### config.mk
export PLATFORM = sky130hd
export DESIGN_NAME = utf8_to_utf16_converter
export DESIGN_NICKNAME = d
export VERILOG_FILES = /design/src/hw/rtl/u8u16_pkg.sv /design/src/hw/rtl/u8u16_core.sv /design/src/hw/rtl/u8u16_res_queue.sv /design/src/hw/rtl/utf8_to_utf16_converter.sv
export VERILOG_INCLUDE_DIRS = /design/src /design/src/hw/rtl
export SDC_FILE = /design/constraint.sdc
export NUM_CORES = 1
export LEC_CHECK = 0
export BUFFER_PORTS_ARGS = -buffer_cell sky130_fd_sc_hd__buf_4
export CAP_MARGIN = 20
export CORE_MARGIN = 8
export CORE_UTILIZATION = 50
export CTS_BUF_LIST = sky130_fd_sc_hd__clkbuf_2 sky130_fd_sc_hd__clkbuf_4 sky130_fd_sc_hd__clkbuf_8
export DETAILED_ROUTE_END_ITERATION = 6
export PLACE_DENSITY = 0.68
export SLEW_MARGIN = 20
export SYNTH_ARGS = -nofsm -noshare
export SYNTH_HDL_FRONTEND = slang
export SYNTH_SLANG_ARGS = --single-unit
export TNS_END_PERCENT = 10
### constraint.sdc
create_clock -name clk -period 20 [get_ports clk]
set_input_delay 3 -clock clk [delete_from_list [all_inputs] [get_ports clk]]
set_output_delay 3 -clock clk [all_outputs]
set_load 0.05 [all_outputs]
### src/hw/rtl/utf8_to_utf16_converter_macros.svh
// Assertion macros shared by the converter RTL.
`ifndef UTF8_TO_UTF16_CONVERTER_MACROS_SVH
`define UTF8_TO_UTF16_CONVERTER_MACROS_SVH

// Same-cycle implication, checked outside reset.
`define U8U16_ASSERT_NOW(label, ante, cons, msg) \
  label: assert property (@(posedge clk) disable iff (rst) (ante) |-> (cons)) \
    else $error(msg);

// Next-cycle implication, checked outside reset.
`define U8U16_ASSERT_NEXT(label, ante, cons, msg) \
  label: assert property (@(posedge clk) disable iff (rst) (ante) |=> (cons)) \
    else $error(msg);

`endif

### src/hw/rtl/u8u16_pkg.sv
// Types and constants of the UTF-8 to UTF-16 converter.
package u8u16_pkg;

  typedef enum logic [1:0] {
    ST_OK      = 2'd0,
    ST_INVALID = 2'd1,
    ST_LIMIT   = 2'd2,
    ST_EMPTY   = 2'd3
  } status_t;

  typedef enum logic {
    OP_DATA = 1'b0,
    OP_END  = 1'b1
  } op_t;

  localparam logic [10:0] MAX_UNITS_RESET = 11'd670;

  // Lead byte ranges
  localparam logic [7:0] LEAD2_LO = 8'hC2;
  localparam logic [7:0] LEAD2_HI = 8'hDF;
  localparam logic [7:0] LEAD3_LO = 8'hE0;
  localparam logic [7:0] LEAD3_HI = 8'hEF;
  localparam logic [7:0] LEAD4_LO = 8'hF0;
  localparam logic [7:0] LEAD4_HI = 8'hF4;
  localparam logic [1:0] CONT_TAG = 2'b10;

  // Code point limits
  localparam logic [20:0] CP_MIN2     = 21'h000080;
  localparam logic [20:0] CP_MIN3     = 21'h000800;
  localparam logic [20:0] CP_MIN4     = 21'h010000;
  localparam logic [20:0] CP_MAX      = 21'h10FFFF;
  localparam logic [20:0] CP_SURR_LO  = 21'h00D800;
  localparam logic [20:0] CP_SURR_HI  = 21'h00DFFF;
  localparam logic [15:0] HI_SURR_BASE = 16'hD800;
  localparam logic [15:0] LO_SURR_BASE = 16'hDC00;

  typedef struct packed {
    op_t        op;
    logic [7:0] data;
  } item_t;

  typedef struct packed {
    logic [15:0] code_unit;
    logic        is_status;
    status_t     status;
    logic [10:0] unit_count;
    logic        last;
  } res_t;

  // Results produced by one item: count 0..2, then the two slots in order
  typedef struct packed {
    logic [1:0] n;
    res_t       r0;
    res_t       r1;
  } push_t;

endpackage

### src/hw/rtl/u8u16_core.sv
// Message state and per-byte decode of the converter.
`include "utf8_to_utf16_converter_macros.svh"

module u8u16_core (
  input  logic             clk,
  input  logic             rst,
  input  logic             fire,
  input  u8u16_pkg::item_t item,
  input  logic [10:0]      max_units,
  output u8u16_pkg::push_t push
);
  import u8u16_pkg::*;

  logic [20:0] partial_point, partial_point_next;
  logic [1:0]  bytes_pending, bytes_pending_next;
  logic [1:0]  sequence_extra, sequence_extra_next;
  logic [10:0] units_given, units_given_next;
  status_t     error_code, error_code_next;

  logic        finish;
  logic [20:0] cp;
  logic [1:0]  cp_extra;
  logic [20:0] assembled;
  logic        bad_point;
  logic        need2;
  logic [11:0] unit_sum;
  logic [20:0] offset;

  assign assembled = {partial_point[14:0], item.data[5:0]};

  always_comb begin
    partial_point_next  = partial_point;
    bytes_pending_next  = bytes_pending;
    sequence_extra_next = sequence_extra;
    units_given_next    = units_given;
    error_code_next     = error_code;
    push                = '0;
    finish              = 1'b0;
    cp                  = '0;
    cp_extra            = '0;
    bad_point           = 1'b0;
    need2               = 1'b0;
    unit_sum            = '0;
    offset              = '0;

    if (item.op == OP_END) begin
      // Status result: sticky error first, then a cut-off sequence, then empty
      push.n                = 2'd1;
      push.r0.is_status     = 1'b1;
      push.r0.unit_count    = units_given;
      push.r0.last          = 1'b1;
      if (error_code != ST_OK) begin
        push.r0.status = error_code;
      end else if (bytes_pending != 2'd0) begin
        push.r0.status = ST_INVALID;
      end else if (units_given == 11'd0) begin
        push.r0.status = ST_EMPTY;
      end else begin
        push.r0.status = ST_OK;
      end
      partial_point_next  = '0;
      bytes_pending_next  = '0;
      sequence_extra_next = '0;
      units_given_next    = '0;
      error_code_next     = ST_OK;
    end else if (error_code != ST_OK) begin
      // dropping until the end marker
    end else if (bytes_pending == 2'd0) begin
      if (!item.data[7]) begin
        finish   = 1'b1;
        cp       = {13'd0, item.data};
        cp_extra = 2'd0;
      end else if (item.data >= LEAD2_LO && item.data <= LEAD2_HI) begin
        partial_point_next  = {16'd0, item.data[4:0]};
        sequence_extra_next = 2'd1;
        bytes_pending_next  = 2'd1;
      end else if (item.data >= LEAD3_LO && item.data <= LEAD3_HI) begin
        partial_point_next  = {17'd0, item.data[3:0]};
        sequence_extra_next = 2'd2;
        bytes_pending_next  = 2'd2;
      end else if (item.data >= LEAD4_LO && item.data <= LEAD4_HI) begin
        partial_point_next  = {18'd0, item.data[2:0]};
        sequence_extra_next = 2'd3;
        bytes_pending_next  = 2'd3;
      end else begin
        error_code_next     = ST_INVALID;
        partial_point_next  = '0;
        bytes_pending_next  = '0;
        sequence_extra_next = '0;
      end
    end else if (item.data[7:6] != CONT_TAG) begin
      error_code_next     = ST_INVALID;
      partial_point_next  = '0;
      bytes_pending_next  = '0;
      sequence_extra_next = '0;
    end else if (bytes_pending == 2'd1) begin
      finish   = 1'b1;
      cp       = assembled;
      cp_extra = sequence_extra;
    end else begin
      partial_point_next = assembled;
      bytes_pending_next = bytes_pending - 2'd1;
    end

    if (finish) begin
      partial_point_next  = '0;
      bytes_pending_next  = '0;
      sequence_extra_next = '0;
      bad_point = (cp_extra == 2'd1 && cp < CP_MIN2) ||
                  (cp_extra == 2'd2 && cp < CP_MIN3) ||
                  (cp_extra == 2'd3 && cp < CP_MIN4) ||
                  (cp > CP_MAX) ||
                  (cp >= CP_SURR_LO && cp <= CP_SURR_HI);
      need2    = |cp[20:16];
      unit_sum = {1'b0, units_given} + (need2 ? 12'd2 : 12'd1);
      offset   = cp - CP_MIN4;
      if (bad_point) begin
        error_code_next = ST_INVALID;
      end else if (unit_sum > {1'b0, max_units}) begin
        error_code_next = ST_LIMIT;
      end else begin
        units_given_next = unit_sum[10:0];
        if (need2) begin
          push.n            = 2'd2;
          push.r0.code_unit = HI_SURR_BASE + {6'd0, offset[19:10]};
          push.r1.code_unit = LO_SURR_BASE + {6'd0, offset[9:0]};
          push.r1.last      = 1'b1;
        end else begin
          push.n            = 2'd1;
          push.r0.code_unit = cp[15:0];
          push.r0.last      = 1'b1;
        end
      end
    end
  end

  always_ff @(posedge clk) begin
    if (rst) begin
      partial_point  <= '0;
      bytes_pending  <= '0;
      sequence_extra <= '0;
      units_given    <= '0;
      error_code     <= ST_OK;
    end else if (fire) begin
      partial_point  <= partial_point_next;
      bytes_pending  <= bytes_pending_next;
      sequence_extra <= sequence_extra_next;
      units_given    <= units_given_next;
      error_code     <= error_code_next;
    end
  end

  `U8U16_ASSERT_NOW(a_pend_no_err, bytes_pending != 2'd0, error_code == ST_OK,
    "sequence pending while in error")
  `U8U16_ASSERT_NOW(a_pair_tags, fire && push.n == 2'd2,
    push.r0.code_unit[15:10] == 6'b110110 && push.r1.code_unit[15:10] == 6'b110111,
    "malformed surrogate pair")
  `U8U16_ASSERT_NEXT(a_end_clears, fire && item.op == OP_END,
    units_given == 11'd0 && error_code == ST_OK && bytes_pending == 2'd0,
    "message state not cleared after end marker")

endmodule

### src/hw/rtl/u8u16_res_queue.sv
// Four-entry result queue taking up to two results per cycle.
`include "utf8_to_utf16_converter_macros.svh"

module u8u16_res_queue (
  input  logic             clk,
  input  logic             rst,
  input  u8u16_pkg::push_t push,
  output logic             room,
  output logic             out_valid,
  input  logic             out_stall,
  output u8u16_pkg::res_t  out_res
);
  import u8u16_pkg::*;

  res_t       entries [4];
  logic [1:0] wr_ptr;
  logic [1:0] rd_ptr;
  logic [2:0] count;
  logic       pop;

  assign room      = (count <= 3'd2);
  assign out_valid = (count != 3'd0);
  assign pop       = out_valid && !out_stall;
  assign out_res   = entries[rd_ptr];

  always_ff @(posedge clk) begin
    if (push.n != 2'd0) begin
      entries[wr_ptr] <= push.r0;
    end
    if (push.n == 2'd2) begin
      entries[wr_ptr + 2'd1] <= push.r1;
    end
  end

  always_ff @(posedge clk) begin
    if (rst) begin
      wr_ptr <= '0;
      rd_ptr <= '0;
      count  <= '0;
    end else begin
      wr_ptr <= wr_ptr + push.n;
      rd_ptr <= rd_ptr + {1'b0, pop};
      count  <= count + {1'b0, push.n} - {2'b0, pop};
    end
  end

  `U8U16_ASSERT_NOW(a_no_overflow, push.n != 2'd0,
    ({1'b0, count} + {2'b0, push.n}) <= 4'd4, "result queue overflow")
  `U8U16_ASSERT_NEXT(a_hold_valid, out_valid && out_stall, out_valid,
    "output valid dropped while stalled")
  `U8U16_ASSERT_NEXT(a_hold_data, out_valid && out_stall, $stable(out_res),
    "output payload changed while stalled")

endmodule

### src/hw/rtl/utf8_to_utf16_converter.sv
// Top level of the UTF-8 to UTF-16 converter.
//
//  channel | direction | handshake            | payload
//  --------+-----------+----------------------+---------------------------------------
//  in      | in        | in_valid / in_stall  | op, byte_in
//  out     | out       | out_valid / out_stall| code_unit, is_status, status,
//          |           |                      | unit_count, last
//  cfg     | in        | cfg_wr_en            | cfg_wr_data (max_units)
//
// One input transfer per cycle sustained while in_stall is low; a byte is held
// in the input register, is decoded and lands in a four-entry result queue. The
// first result is valid after the byte has been decoded and written to the queue.
// A surrogate pair pushes two results at once but needs four input bytes, so
// in_stall (byte held, queue at three or more) only rises under out_stall.
// rst is synchronous: clears message state, the queue and sets max_units to 670.
module utf8_to_utf16_converter (
  input  logic        clk,
  input  logic        rst,
  // input channel
  input  logic        in_valid,
  output logic        in_stall,
  input  logic        op,
  input  logic [7:0]  byte_in,
  // output channel
  output logic        out_valid,
  input  logic        out_stall,
  output logic [15:0] code_unit,
  output logic        is_status,
  output logic [1:0]  status,
  output logic [10:0] unit_count,
  output logic        last,
  // configuration
  input  logic        cfg_wr_en,
  input  logic [10:0] cfg_wr_data
);
  import u8u16_pkg::*;

  logic [10:0] max_units;
  item_t       in_item;
  logic        in_full;
  logic        room;
  logic        fire;
  logic        in_take;
  push_t       push;
  push_t       push_gated;
  res_t        out_res;

  // Decode fires when a byte is held and the queue has space for a pair.
  assign fire     = in_full && room;
  assign in_stall = in_full && !room;
  assign in_take  = in_valid && !in_stall;

  always_ff @(posedge clk) begin
    if (rst) begin
      max_units <= MAX_UNITS_RESET;
    end else if (cfg_wr_en) begin
      max_units <= cfg_wr_data;
    end
  end

  // Input register: payload unreset, full flag is control.
  always_ff @(posedge clk) begin
    if (in_take) begin
      in_item.op   <= op_t'(op);
      in_item.data <= byte_in;
    end
  end

  always_ff @(posedge clk) begin
    if (rst) begin
      in_full <= 1'b0;
    end else if (in_take) begin
      in_full <= 1'b1;
    end else if (fire) begin
      in_full <= 1'b0;
    end
  end

  u8u16_core u_core (
    .clk       (clk),
    .rst       (rst),
    .fire      (fire),
    .item      (in_item),
    .max_units (max_units),
    .push      (push)
  );

  // Gate pushes on fire so an idle decode never writes the queue.
  assign push_gated = fire ? push : '0;

  u8u16_res_queue u_queue (
    .clk       (clk),
    .rst       (rst),
    .push      (push_gated),
    .room      (room),
    .out_valid (out_valid),
    .out_stall (out_stall),
    .out_res   (out_res)
  );

  assign code_unit  = out_res.code_unit;
  assign is_status  = out_res.is_status;
  assign status     = out_res.status;
  assign unit_count = out_res.unit_count;
  assign last       = out_res.last;

endmodule

==> results.py <==
metrics = {
    "critical_path": {
        "crit_type": "reg -> reg",
        "rrSetupSlack_ns": 11.75,
        "critPathLaunch": "u_core.bytes_pending[0]",
        "reg2reg_depth": 23,
        "regToRegEndpoint": "u_queue.entries[2][21]",
        "worstPathArrival_ns": 8.35,
        "reg2reg_from": "u_core.bytes_pending[0]",
        "end_kind": "register",
        "crit_fanout": 27,
        "cp.required_ns": 20.10,
        "cp-start-kind": "register",
    },
    "yosys": {
        "synth-seq-area-share": 0.483,
        "async_flop_share": 0,
        "synthFlopType": "dfxtp_1",
        "yosys_warnings": 0,
        "synth_area_leaders": "dfxtp_1 24%, edfxtp_1 24%, mux4_2 7.6%, nand2_1 4.1%, a22o_1 3.2%",
        "synth_seq_cells": 184,
        "syn_area_um2": 9140,
        "synth_top_area_cell": "dfxtp_1",
        "synth_edf_count": 73,
        "synth_cell_type_count": 76,
        "synth_cells": 897,
        "synth.avg_cell_area_um2": 10.2,
        "mappedNetlistNets": 945,
        "synth_top_area_share": 0.243,
    },
    "finish": {
        "antenna_cells": 0,
        "drive_gt1_frac": 0.163,
        "syn_to_final_growth_pct": 9.70,
        "instances_no_fill": 1156,
        "final_nets": 962,
    },
    "run_status": {
        "outcome": "finished, final reports clean",
    },
    "detailed_routing": {
        "drt_iter0_drc": 895,
        "drc_errors": 0,
        "viasPerCell": 6.25,
        "postRouteAntennaNets": 0,
        "wl_mm": 23.4,
        "vias": 7222,
        "dr.pass1.iters": 6,
        "post_drt_wl_per_cell_um": 20.3,
    },
    "grt": {
        "grt_overflow": 0,
        "grt_start_max_net_pins": 34,
        "antenna_found_initial": 0,
        "grtUsageTotal": 0.210,
        "grt_pass1_wl_mm": 37.4,
        "grt_pass1_vias": 6929,
    },
    "power": {
        "pwr-share-seq": 0.451,
        "power.share.clock": 0.275,
        "switchingPower_uw": 324,
        "cell_internal_pwr_uw": 621,
        "switching_share": 0.343,
        "p_leak_nw": 3.69,
        "p_comb_frac": 0.274,
        "power.density_nw_per_um2": 94.4,
        "ir_drop_mv": 0.0763,
    },
    "floorplan": {
        "ios": 58,
        "rows": 49,
        "die_area_um2": 22900,
        "core_area_um2": 18000,
        "start_util": 0.509,
        "die_w_um": 151,
        "dieHeight_um": 151,
    },
    "placement": {
        "dp_hpwl_mm": 16.4,
        "port_buffers": 57,
        "dp_cells": 1124,
        "globalplace.congestion": 0.927,
    },
    "sta": {
        "fin_skew_ns": 0.0147,
        "fin_tns_setup_ns": 0,
        "rsz0062_at_grt": "false",
        "worst_slew_pin_slew_ns": 1.04,
        "setup_viol": 0,
        "period_share": 0.412,
        "fmax_mhz": 121,
        "min_period_ns": 8.25,
        "hold_viol": 0,
        "drv_slew": 0,
        "maxSlewHeadroom": 0.304,
    },
    "run": {
        "maxCapViolations": 0,
    },
    "worst_hold_path": {
        "hold_start": "u_queue.entries[0][2]",
        "hold_class": "reg -> reg",
        "worstHoldEndpoint": "u_queue.entries[0][2]",
        "holdPathStages": 2,
    },
    "cts": {
        "clockRootBuffer": "clkbuf_8",
        "post_cts_buffers": 0,
        "clk_latency_ns": 0.47,
        "cts_made_buffers": 17,
        "cts.path.max_buffers": 2,
        "cts.repair.resized": 0,
        "cts_tree": "yes",
        "cts_hold_buf": 0,
        "cts_max_level": 4,
        "clock-sinks": 184,
        "cts.clk_slew.worst_paths_ns": 0.09,
    },
}
==> power by group through the flow <==
stage / Clock (mW) / Combinational [mW] / Sequential [mW]
6_report: 0.260 / 0.259 / 0.427
5_1_grt: 0.278 / 0.278 / 0.429
4_1_cts: 0.264 / 0.262 / 0.426
3_5_place_dp: 0 / 0.261 / 0.435
3_3_place_gp: 0 / 0.260 / 0.434
2_1_floorplan: 0 / 0.197 / 0.428
==> metal layers <==
metal	track usage	wire (um)	vias to the layer above
met5	0	0	-
met1	0.294	10800	3514
met2	0.323	10600	289
met4	0.0609	388	0
li1	-	-	3389
met3	0.0427	1730	30
==> how the worst max path moves through the flow <==
stage                                  end  slack (ns)
finish              u_queue.entries[2][21]       11.75
global route        u_queue.entries[0][17]       11.26
CTS                 u_queue.entries[2][21]       11.81
detailed placement  u_queue.entries[2][15]       11.85
global placement    u_queue.entries[2][20]       12.10
floorplan                 u_queue.count[2]       13.52
==> worst max-delay path, stage by stage (launching register included) <==
cell       delay [ns]
dfxtp_1          0.36
inv_1            0.06
ha_1             0.31
nand4bb_1        0.33
nor2_2           0.56
nand2_1          0.19
ha_1             0.33
o31ai_4          0.08
buf_4            0.31
inv_1            0.36
ha_1             0.34
maj3_1           0.37
and4_1           0.27
and3_1           0.24
xor2_1           0.16
ha_1             0.31
a211oi_1         0.21
o21ai_0          0.11
o211a_1          0.14
o31ai_1          0.50
and4_1           0.81
nand2_1          0.57
a21boi_2         0.37
inv_1            0.56
==> cell usage in the layout, fill, tap and decap left out, types with 7 or more instances in the layout <==
master / instances
a21oi_1: 35
a22o_1: 33
a31oi_1: 8
and3_1: 10
buf_4: 66
clkbuf_8: 18
dfxtp_1: 110
edfxtp_1: 73
ha_1: 22
inv_1: 38
mux2i_1: 8
mux4_2: 31
nand2_1: 101
nand3_1: 47
nand4_1: 17
nor2_1: 57
nor2b_1: 13
nor3_1: 10
nor4_1: 10
o211ai_1: 18
o21ai_0: 45
o22ai_1: 30
o31ai_1: 7
xnor2_1: 9
xor2_1: 8
==> cell families after synthesis <==
family                   count (synthesis)  share of synthesized area
multiplexers                            39                     0.0852
AND/OR/NAND/NOR                        300                      0.159
XOR/XNOR                                17                     0.0163
adder cells (fa/ha/maj)                 24                     0.0334
AO/OA/AOI/OAI                          228                      0.173
flip-flops                             184                      0.483
buffers and inverters                  105                     0.0494
==> metrics by stage <==
step / utilization / cell area (um2) / setup slack, ns / total power, mW / hold slack (ns)
after floorplan: - / 9140 / 13.52 / 0.625 / 0.421
after global placement: 0.535 / 9610 / 12.10 / 0.695 / 0.429
after detailed placement: 0.535 / 9610 / 11.85 / 0.696 / 0.437
after CTS: 0.558 / 10000 / 11.81 / 0.952 / 0.458
after global routing: 0.558 / 10000 / 11.26 / 0.985 / 0.484
final: 0.558 / 10000 / 11.75 / 0.946 / 0.459
==> sequential cells by signal, indices dropped and copies added, names as in the netlist <==
register               count
u_core.partial_point      15
in_full                    1
u_core.sequence_extra      2
u_core.bytes_pending       2
u_queue.rd_ptr             2
max_units                 11
u_queue.count              3
u_queue.entries          124
u_core.error_code          2
u_queue.wr_ptr             2
u_core.units_given        11
in_item                    9
==> synthesized netlist by cell type (all sizes together), types with 5 or more instances <==
cell and number:
edfxtp 73, and2 6, nor2b 13, a31oi 9, buf 23, ha 22, xor2 8, nand2 104
mux2i 8, clkbuf 45, nor2 59, mux4 31, o211ai 18, dfxtp 111, xnor2 9, nor3 12
nor4 11, o21ai 51, or3 5, a22o 33, a21oi 36, nand3 47, nand4 17, o31ai 8
o22ai 30, inv 37, and3 10
==> final cells by class <==
cell class / instances / area, um2
fillers: 1584 / 7940
flip-flops and latches: 184 / 4420
multi-input cells: 608 / 4280
repair buffers: 66 / 495
well taps: 229 / 287
clock buffers: 18 / 248
clock inverters: 14 / 163
inverters: 37 / 139
Power figures use the tool's default switching activity.
